===== src/rtl/core/mkdbr_pkg.sv =====
`timescale 1ns / 1ps
`default_nettype none

package mkdbr_pkg;

  // Key count and field widths
  localparam int NUM_KEYS   = 7;
  localparam int DEB_W      = 4;
  localparam int REP_W      = 8;
  localparam int CFG_DATA_W = (NUM_KEYS > REP_W) ? NUM_KEYS : REP_W;
  localparam int CFG_IDX_W  = 2;

  // Reset values of the configuration registers
  localparam logic [DEB_W-1:0]    DEBOUNCE_TICKS_RST     = DEB_W'(3);
  localparam logic [REP_W-1:0]    REPEAT_TICKS_RST       = REP_W'(50);
  localparam logic [NUM_KEYS-1:0] PRESS_ENABLE_MASK_RST  = NUM_KEYS'(15);
  localparam logic [NUM_KEYS-1:0] REPEAT_ENABLE_MASK_RST = NUM_KEYS'(1);

  // Configuration register indexes
  typedef enum logic [CFG_IDX_W-1:0] {
    REG_DEBOUNCE_TICKS     = 2'd0,
    REG_REPEAT_TICKS       = 2'd1,
    REG_PRESS_ENABLE_MASK  = 2'd2,
    REG_REPEAT_ENABLE_MASK = 2'd3
  } cfg_reg_t;

  // Timing settings shared by every lane
  typedef struct packed {
    logic [DEB_W-1:0] debounce_ticks;
    logic [REP_W-1:0] repeat_ticks;
  } lane_cfg_t;

  // What one lane reports for one tick
  typedef struct packed {
    logic press;
    logic rpt;
    logic level;
  } lane_res_t;

endpackage

`default_nettype wire


===== src/rtl/core/mkdbr_lane.sv =====
`timescale 1ns / 1ps
`default_nettype none

module mkdbr_lane (
  input  wire logic                  clk,
  input  wire logic                  rst_n,
  input  wire logic                  accept,
  input  wire logic                  raw_bit,
  input  wire mkdbr_pkg::lane_cfg_t  cfg,
  input  wire logic                  press_en,
  input  wire logic                  repeat_en,
  output mkdbr_pkg::lane_res_t       res
);

  logic                           stable_r, stable_nxt;
  logic [mkdbr_pkg::DEB_W-1:0]    dcnt_r, dcnt_nxt;
  logic [mkdbr_pkg::REP_W-1:0]    hold_r, hold_nxt;
  logic [mkdbr_pkg::DEB_W:0]      dcnt_inc;
  logic [mkdbr_pkg::REP_W:0]      hold_inc;
  logic                           deb_hit;
  logic                           rep_hit;

  assign dcnt_inc = {1'b0, dcnt_r} + {{mkdbr_pkg::DEB_W{1'b0}}, 1'b1};
  assign hold_inc = {1'b0, hold_r} + {{mkdbr_pkg::REP_W{1'b0}}, 1'b1};
  assign deb_hit  = dcnt_inc >= {1'b0, cfg.debounce_ticks};
  assign rep_hit  = hold_inc >= {1'b0, cfg.repeat_ticks};

  // Debounce and hold-repeat rules for one tick
  always_comb begin
    stable_nxt = stable_r;
    dcnt_nxt   = dcnt_r;
    hold_nxt   = hold_r;
    res        = '0;
    if (raw_bit != stable_r) begin
      if (deb_hit) begin
        stable_nxt = raw_bit;
        dcnt_nxt   = '0;
        if (!raw_bit) begin
          hold_nxt  = '0;
          res.press = press_en;
        end
      end else begin
        dcnt_nxt = dcnt_inc[mkdbr_pkg::DEB_W-1:0];
      end
    end else begin
      dcnt_nxt = '0;
      if (!stable_r) begin
        if (rep_hit) begin
          hold_nxt = '0;
          res.rpt  = repeat_en;
        end else begin
          hold_nxt = hold_inc[mkdbr_pkg::REP_W-1:0];
        end
      end
    end
    res.level = stable_nxt;
  end

  // Advance key state on each accepted transaction
  always_ff @(posedge clk) begin
    if (!rst_n) begin
      stable_r <= 1'b0;
      dcnt_r   <= '0;
      hold_r   <= '0;
    end else if (accept) begin
      stable_r <= stable_nxt;
      dcnt_r   <= dcnt_nxt;
      hold_r   <= hold_nxt;
    end
  end

endmodule

`default_nettype wire


===== src/rtl/core/mkdbr_merge.sv =====
`timescale 1ns / 1ps
`default_nettype none

module mkdbr_merge (
  input  wire logic                               clk,
  input  wire logic                               rst_n,
  input  wire logic                               in_valid,
  output logic                                    in_stall,
  output logic                                    accept,
  input  wire mkdbr_pkg::lane_res_t               lane_res [mkdbr_pkg::NUM_KEYS],
  output logic                                    out_valid,
  input  wire logic                               out_stall,
  output logic [mkdbr_pkg::NUM_KEYS-1:0]          out_press_events,
  output logic [mkdbr_pkg::NUM_KEYS-1:0]          out_repeat_events,
  output logic [mkdbr_pkg::NUM_KEYS-1:0]          out_stable_levels
);

  localparam int N = mkdbr_pkg::NUM_KEYS;

  logic [N-1:0] press_vec, rpt_vec, level_vec;
  logic         out_valid_r, skid_valid_r;
  logic [N-1:0] out_press_r, out_rpt_r, out_level_r;
  logic [N-1:0] skid_press_r, skid_rpt_r, skid_level_r;
  logic         out_take;

  // Gather lane bits into result vectors
  always_comb begin
    for (int k = 0; k < N; k++) begin
      press_vec[k] = lane_res[k].press;
      rpt_vec[k]   = lane_res[k].rpt;
      level_vec[k] = lane_res[k].level;
    end
  end

  assign in_stall = skid_valid_r;
  assign accept   = in_valid && !skid_valid_r;
  assign out_take = out_valid_r && !out_stall;

  // Output register with skid stage behind it
  always_ff @(posedge clk) begin
    if (!rst_n) begin
      out_valid_r  <= 1'b0;
      skid_valid_r <= 1'b0;
    end else if (skid_valid_r) begin
      if (out_take) begin
        out_valid_r  <= 1'b1;
        skid_valid_r <= 1'b0;
      end
    end else if (accept) begin
      if (!out_valid_r || out_take) begin
        out_valid_r <= 1'b1;
      end else begin
        skid_valid_r <= 1'b1;
      end
    end else if (out_take) begin
      out_valid_r <= 1'b0;
    end
  end

  // Payload moves, no reset needed
  always_ff @(posedge clk) begin
    if (skid_valid_r) begin
      if (out_take) begin
        out_press_r <= skid_press_r;
        out_rpt_r   <= skid_rpt_r;
        out_level_r <= skid_level_r;
      end
    end else if (accept) begin
      if (!out_valid_r || out_take) begin
        out_press_r <= press_vec;
        out_rpt_r   <= rpt_vec;
        out_level_r <= level_vec;
      end else begin
        skid_press_r <= press_vec;
        skid_rpt_r   <= rpt_vec;
        skid_level_r <= level_vec;
      end
    end
  end

  assign out_valid         = out_valid_r;
  assign out_press_events  = out_press_r;
  assign out_repeat_events = out_rpt_r;
  assign out_stable_levels = out_level_r;

  // Skid holds data only behind a full output register
  a_skid_behind_out: assert property (@(posedge clk) disable iff (!rst_n)
    skid_valid_r |-> out_valid_r)
    else $error("skid stage full while output register empty");

  // An accepted transaction always lands somewhere
  a_accept_lands: assert property (@(posedge clk) disable iff (!rst_n)
    accept |=> out_valid_r)
    else $error("accepted transaction lost");

  // Skid drains into the output register when the result is taken
  a_skid_drains: assert property (@(posedge clk) disable iff (!rst_n)
    (skid_valid_r && out_take) |=> (out_valid_r && !skid_valid_r))
    else $error("skid stage failed to drain");

  // A stalled full pipe keeps both entries
  a_full_holds: assert property (@(posedge clk) disable iff (!rst_n)
    (skid_valid_r && !out_take) |=> (skid_valid_r && out_valid_r))
    else $error("pending result dropped");

endmodule

`default_nettype wire


===== src/rtl/core/multi_key_debounce_with_repeat_top.sv =====
// Channel   Ports                                                  Direction
// input     in_valid, in_stall, in_raw_levels                      tick sample in
// result    out_valid, out_stall, out_press_events,
//           out_repeat_events, out_stable_levels                   events out
// config    cfg_we, cfg_index, cfg_wdata                           register write
//
// One transaction per cycle while in_stall is low; each result is registered in
// the output register, or in the skid stage while the output stalls. Seven key
// lanes update in parallel on each accepted sample; an output register plus a
// one-entry skid stage keep input accepted while a result waits. in_stall rises
// only when both the output register and the skid are full. Synchronous
// active-low reset: all keys stably pressed, counters cleared, registers at their defaults.
`timescale 1ns / 1ps
`default_nettype none

module multi_key_debounce_with_repeat_top (
  input  wire logic                                  clk,
  input  wire logic                                  rst_n,
  input  wire logic                                  in_valid,
  output logic                                       in_stall,
  input  wire logic [mkdbr_pkg::NUM_KEYS-1:0]        in_raw_levels,
  output logic                                       out_valid,
  input  wire logic                                  out_stall,
  output logic [mkdbr_pkg::NUM_KEYS-1:0]             out_press_events,
  output logic [mkdbr_pkg::NUM_KEYS-1:0]             out_repeat_events,
  output logic [mkdbr_pkg::NUM_KEYS-1:0]             out_stable_levels,
  input  wire logic                                  cfg_we,
  input  wire logic [mkdbr_pkg::CFG_IDX_W-1:0]       cfg_index,
  input  wire logic [mkdbr_pkg::CFG_DATA_W-1:0]      cfg_wdata
);

  localparam int N = mkdbr_pkg::NUM_KEYS;

  mkdbr_pkg::lane_cfg_t  lane_cfg_r;
  logic [N-1:0]          press_en_r;
  logic [N-1:0]          repeat_en_r;
  mkdbr_pkg::lane_res_t  lane_res [N];
  logic                  accept;

  // Decode register writes
  always_ff @(posedge clk) begin
    if (!rst_n) begin
      lane_cfg_r.debounce_ticks <= mkdbr_pkg::DEBOUNCE_TICKS_RST;
      lane_cfg_r.repeat_ticks   <= mkdbr_pkg::REPEAT_TICKS_RST;
      press_en_r                <= mkdbr_pkg::PRESS_ENABLE_MASK_RST;
      repeat_en_r               <= mkdbr_pkg::REPEAT_ENABLE_MASK_RST;
    end else if (cfg_we) begin
      unique case (mkdbr_pkg::cfg_reg_t'(cfg_index))
        mkdbr_pkg::REG_DEBOUNCE_TICKS:
          lane_cfg_r.debounce_ticks <= cfg_wdata[mkdbr_pkg::DEB_W-1:0];
        mkdbr_pkg::REG_REPEAT_TICKS:
          lane_cfg_r.repeat_ticks <= cfg_wdata[mkdbr_pkg::REP_W-1:0];
        mkdbr_pkg::REG_PRESS_ENABLE_MASK:
          press_en_r <= cfg_wdata[N-1:0];
        mkdbr_pkg::REG_REPEAT_ENABLE_MASK:
          repeat_en_r <= cfg_wdata[N-1:0];
        default: ;
      endcase
    end
  end

  // One lane per key
  for (genvar k = 0; k < N; k++) begin : g_lane
    mkdbr_lane u_lane (
      .clk       (clk),
      .rst_n     (rst_n),
      .accept    (accept),
      .raw_bit   (in_raw_levels[k]),
      .cfg       (lane_cfg_r),
      .press_en  (press_en_r[k]),
      .repeat_en (repeat_en_r[k]),
      .res       (lane_res[k])
    );
  end

  // Merge lane results and buffer toward the result channel
  mkdbr_merge u_merge (
    .clk               (clk),
    .rst_n             (rst_n),
    .in_valid          (in_valid),
    .in_stall          (in_stall),
    .accept            (accept),
    .lane_res          (lane_res),
    .out_valid         (out_valid),
    .out_stall         (out_stall),
    .out_press_events  (out_press_events),
    .out_repeat_events (out_repeat_events),
    .out_stable_levels (out_stable_levels)
  );

endmodule

`default_nettype wire

===== config.mk =====
export PLATFORM = sky130hd
export DESIGN_NAME = multi_key_debounce_with_repeat_top
export DESIGN_NICKNAME = d
export VERILOG_FILES = /design/src/rtl/core/mkdbr_pkg.sv /design/src/rtl/core/mkdbr_lane.sv /design/src/rtl/core/mkdbr_merge.sv /design/src/rtl/core/multi_key_debounce_with_repeat_top.sv
export SDC_FILE = /design/constraint.sdc
export NUM_CORES = 1
export LEC_CHECK = 0
export ABC_AREA = 1
export BUFFER_PORTS_ARGS = -buffer_cell sky130_fd_sc_hd__buf_2
export CAP_MARGIN = 20
export CORE_ASPECT_RATIO = 1.25
export CORE_MARGIN = 2
export CORE_UTILIZATION = 63
export CTS_CLUSTER_SIZE = 40
export DETAILED_ROUTE_END_ITERATION = 8
export MAX_ROUTING_LAYER = met4
export PLACE_DENSITY = 0.81
export SLEW_MARGIN = 10
export SYNTH_ARGS = -nofsm -noshare
export SYNTH_HDL_FRONTEND = slang
export SYNTH_HIERARCHICAL = 1
export SYNTH_SLANG_ARGS = --single-unit

===== constraint.sdc =====
create_clock -name clk -period 2.8 [get_ports clk]
set_input_delay 0.56 -clock clk [delete_from_list [all_inputs] [get_ports clk]]
set_output_delay 0.56 -clock clk [all_outputs]
set_load 0.01 [all_outputs]

## After elaboration in Yosys (flattened, before gate mapping)

Index checks and enable logic that the tools add are counted.
W data, S select, Z words.

| cells by class | value |
|---|---|
| add/subtract/negate cells | 14 |
| order comparisons | 14 |
| equal/unequal tests | 33 |
| multiplexer cells | 126 |
| bitwise operators | 2 |
| reduce and logical (&&, ||, !) cells | 24 |

Operators with widths:

| operator | number |
|---|---|
| $mux W8 | 35 |
| $mux W7 | 12 |
| $mux W1 | 65 |
| $add A8 B1 Y9 const B | 7 |
| $ge A9 B8 Y1 | 7 |
| $mux W4 | 14 |
| $add A4 B1 Y5 const B | 7 |
| $ge A5 B4 Y1 | 7 |
| $ne A2 B2 Y1 const B | 15 |
| $reduce_and A4 Y1 | 7 |
| $ne A2 B1 Y1 const B | 7 |
| $reduce_and A3 Y1 | 3 |
| $reduce_and A2 Y1 | 4 |
| $ne A1 B1 Y1 | 7 |
| $reduce_bool A2 Y1 | 3 |
| $eq A2 B2 Y1 const B | 2 |
| $logic_not A1 Y1 | 3 |
| $ne A3 B1 Y1 const B | 1 |
| $eq A2 B1 Y1 const B | 1 |
| $logic_and A1 B1 Y1 | 2 |
| $logic_not A2 Y1 | 1 |
| $not A1 Y1 | 2 |
| $logic_or A1 B1 Y1 | 1 |

| word-level totals | value |
|---|---|
| register bits | 161 |
| bits of input ports | 22 |
| output and inout port bits | 23 |
| word-level logic and storage cells | 246 |

## Depth between registers and ports, before layout

| depth | value |
|---|---|
| depth in word-level cells | 8 |
| gate-level depth with buffers | 18 |
| gate-level depth less buffers | 18 |

## Hierarchy

Netlist, hierarchy kept.

Modules (own cells, without submodules):

| module | times used | cells each | area an instance (um^2) | sequential area each (um^2) |
|---|---|---|---|---|
| mkdbr_lane (g_lane[2].u_lane ...) | 3 | 190 | 1163.6 | 260.2 |
| mkdbr_lane (g_lane[0].u_lane ...) | 3 | 190 | 1162.4 | 260.2 |
| mkdbr_merge | 1 | 130 | 1677.9 | 1301.2 |
| mkdbr_lane (g_lane[4].u_lane) | 1 | 187 | 1171.1 | 260.2 |
| multi_key_debounce_with_repeat_top | 1 | 152 | 1118.6 | 520.5 |

## Worst setup path before layout

Ideal clock, no wire load.

| timing | value |
|---|---|
| path kind | input to register |
| from | input port out_stall |
| to | register u_merge.out_press_r[0] (netlist: u_merge/out_press_events[0]), enable pin |
| setup time | 0.406 ns |
| data arrival time | 1.745 ns |
| required time | 2.394 ns |
| setup slack | 0.649 ns |
| stages on the path | 3 |
| path buffers | 0 |
| path through | nand2_1 > inv_1 > a21oi_1 |

| between the ends | value |
|---|---|
| longest elaborated chain between the ends | 5 |
| elaborated cells on any way between the ends | 6 |
| those cells by class | 1 x eq/ne; 5 x reduce/logical |

RTL lines:

| item | RTL line | text |
|---|---|---|
| start: declaration | multi_key_debounce_with_repeat_top.sv:23 | `input wire logic out_stall,` |
| $logic_not A1 Y1 (*) | mkdbr_merge.sv:37 | `assign out_take = out_valid_r && !out_stall;` |
| $logic_and A1 B1 Y1 (*) | mkdbr_merge.sv:37 |  |
| $logic_or A1 B1 Y1 | mkdbr_merge.sv:69 | `if (!out_valid_r \|\| out_take) begin` |
| $reduce_bool A2 Y1 (no source line) | -- |  |
| $reduce_and A3 Y1 (no source line) (*) | -- |  |
| end signal: assignment | mkdbr_merge.sv:64 | `out_press_r <= skid_press_r;` |
| end signal: assignment | mkdbr_merge.sv:70 | `out_press_r <= press_vec;` |
| end: declaration | mkdbr_merge.sv:22 | `logic [N-1:0] out_press_r, out_rpt_r, out_level_r;` |

Mark *: on every way between the ends. The rest lies on a longest branch, timed or not.
A chain may end at the register's enable or synchronous reset.

==> impl_metrics.ini <==
[finish]
syn2layout_area_growth_pct = 7.76
instances_no_fill = 1877
finalNetCount = 1769
fillers = 1405
final-seq-area_um2 = 3640
drive_above_1_share_pct = 8.16
final_common_cell = nand2_1
multi_input_area_um2 = 5850
utilization_pct = 69.8
layout_common_cells = nand2_1, inv_1, nor2_1

[pwr]
p_leak_nw = 6.56
ir_worst_vdd_uv = 389
powerDensity_nw_per_um2 = 591

[floorplan]
dieArea_um2 = 18500
io_pins = 45
coreArea_um2 = 16900
die-width_um = 122
rows = 53
start_util_pct = 64.7
die-height_um = 151

[yosys]
synth.area.top_cells = dfxtp_1, nand2_1, ha_1, edfxtp_1, inv_1
synth.distinct_cells = 30
netlist_area_um2 = 10900
ys_seq_elements = 161
ys_seq_area_share_pct = 33.3
synth_top_area_share_pct = 21.8
yosys_warnings = 6
synth_area_per_cell_um2 = 6.80
yosysTopAreaCell = dfxtp_1
synth_cells = 1609
synthesis.nets = 1736

[grt]
grtUsageTotal_pct = 28.3
grt_pass1_wl_um = 40300
grt_use_met1_pct = 31.4
grt-busiest-layer = met2
antenna_found_initial = 2
grtUsageMet3_pct = 4.33
met2_usage_pct = 50.5
grt_max_degree = 32
overflow = 0
first_global_vias = 9099

[placed_design]
gp_congestion = 0.871
dpl.cell_count = 1843
io_buffers = 44
hpwl_um = 17400

[drt]
drc_errors = 0
wire_per_inst_um = 12.8
first_pass_iters = 5
wirelength_um = 24000
vias = 9537
drt_iter0_markers = 582
ant_nets = 0
drt-vias-per-instance = 5.08

[clock_tree]
cts_inserted_buffers = 17
h-tree-depth = 4
cts_hold_buf = 0
postCtsSetupBuffers = 0
clock-sinks = 161
cts_resized = 0
cts.path.max_buffers = 2
cts-root-buf = clkbuf_16
clk_latency_ns = 0.44
path_clk_slew_ns = 0.07
tritoncts = yes

[timing]
fin_crit_ns = 2.44
finalSetupViolations = 0
finClkSkew_ns = 0.0141
worstMarginPinSlew_ns = 0.677
finalSetupTns_ns = 0
period_share_pct = 87.2
hold_violations = 0
slew_violations = 0
slew_headroom_pct = 54.9
rsz0062_at_grt = false
hold_slack_ns = 0.350
fmax_mhz = 410

[hold_path]
hp-class = in2reg

[worst_setup_path]
cp_data_required_time_ns = 2.99
endpoint_kind = flip-flop
worstSetupPathType = reg2reg
startpoint_type = flip-flop
cp.arrival_ns = 2.63
cp_max_fo = 9

[status]
status = finished, final reports clean

[run]
drv_cap = 0
[cell usage after synthesis, drive strengths merged]
| cell | n |
|---|---|
| a21oi | 53 |
| xnor2 | 7 |
| nor2 | 245 |
| edfxtp | 42 |
| o21a | 7 |
| nor3 | 7 |
| nand2 | 531 |
| nand4 | 22 |
| a31oi | 7 |
| nand3 | 71 |
| xor2 | 37 |
| o21ai | 20 |
| inv | 294 |
| clkbuf | 7 |
| buf | 35 |
| dfxtp | 119 |
| ha | 105 |
[sequential cells by signal (all words and copies together), names as in the netlist]
register                   count
u_merge/skid_rpt_r             7
g_lane.u_lane/dcnt_r          28
u_merge/out_repeat_events      7
u_merge/skid_press_r           7
repeat_en_r                    7
u_merge/in_stall               1
press_en_r                     7
u_merge/skid_level_r           7
lane_cfg_r                    12
g_lane.u_lane/stable_r         7
u_merge/out_valid              1
u_merge/out_stable_levels      7
u_merge/out_press_events       7
g_lane.u_lane/hold_r          56
[worst max-delay path, stage by stage, from the launching register on]
cell     delay (ns)
dfxtp_1        0.38
ha_1           0.21
nand3_1        0.13
nor2_1         0.18
xor2_1         0.21
ha_1           0.27
a21oi_1        0.15
nand2_1        0.07
nand2_1        0.07
nand2_1        0.20
nand2_1        0.15
nor2_1         0.06
nand2_1        0.07
nand2_1        0.05
[cells by family after synthesis]
logic type / count (synthesis) / synth area share, %
and+or+nand+nor: 876 / 33.6
buffers and inverters: 336 / 13.3
AOI/OAI and AO/OA: 87 / 4.25
adders and majority gates: 105 / 12.0
xor gates and xnor gates: 44 / 3.52
DFF: 161 / 33.3
[layer usage]
| layer | vias up | routed length (um) | part of all wire (%) |
|---|---|---|---|
| met1 | 4311 | 9980 | 42 |
| met3 | 66 | 992 | 4.1 |
| met5 | - | 0 | 0 |
| met2 | 177 | 12300 | 51 |
| li1 | 4983 | - | - |
| met4 | 0 | 733 | 3.0 |
[worst paths after layout]
kind                                                      to  slack [ns]                  startpoint  cells after the start
worst max-delay path            u_merge/out_repeat_events[6]        0.36  g_lane[6].u_lane/hold_r[0]                     13
worst min-delay path                           lane_cfg_r[7]        0.35                cfg_wdata[7]                      3
worst max register to register  u_merge/out_repeat_events[6]        0.36  g_lane[6].u_lane/hold_r[0]                     13
worst min register to register                 press_en_r[1]        0.49               press_en_r[1]                      2
[final cells by class]
| type | instances | share of cell area (%) |
|---|---|---|
| Clock inverter | 14 | 1.18 |
| Multi-Input combinational cell | 1112 | 49.6 |
| Antenna cell | 2 | 0.0424 |
| Clock buffer | 18 | 3.82 |
| Timing Repair Buffer | 56 | 2.74 |
| Tap cell | 220 | 2.33 |
| Sequential cell | 161 | 30.9 |
| Inverter | 294 | 9.40 |
[power breakdown]
| group | switching [mW] | internal [mW] | leakage (nW) |
|---|---|---|---|
| Clock | 1.07 | 1.23 | 0.284 |
| Sequential | 0.178 | 2.63 | 1.37 |
| Combinational | 1.19 | 0.655 | 4.90 |
[metrics by stage]
step	instance area (um^2)	setup WS (ns)	total power, mW
after floorplan	10900	0.649	4.33
after global placement	11200	0.492	4.63
after detailed placement	11200	0.415	4.69
after CTS	11800	0.378	6.99
after global routing	11800	0.132	7.41
final	11800	0.360	6.97
(Power assumes the default switching activity.)
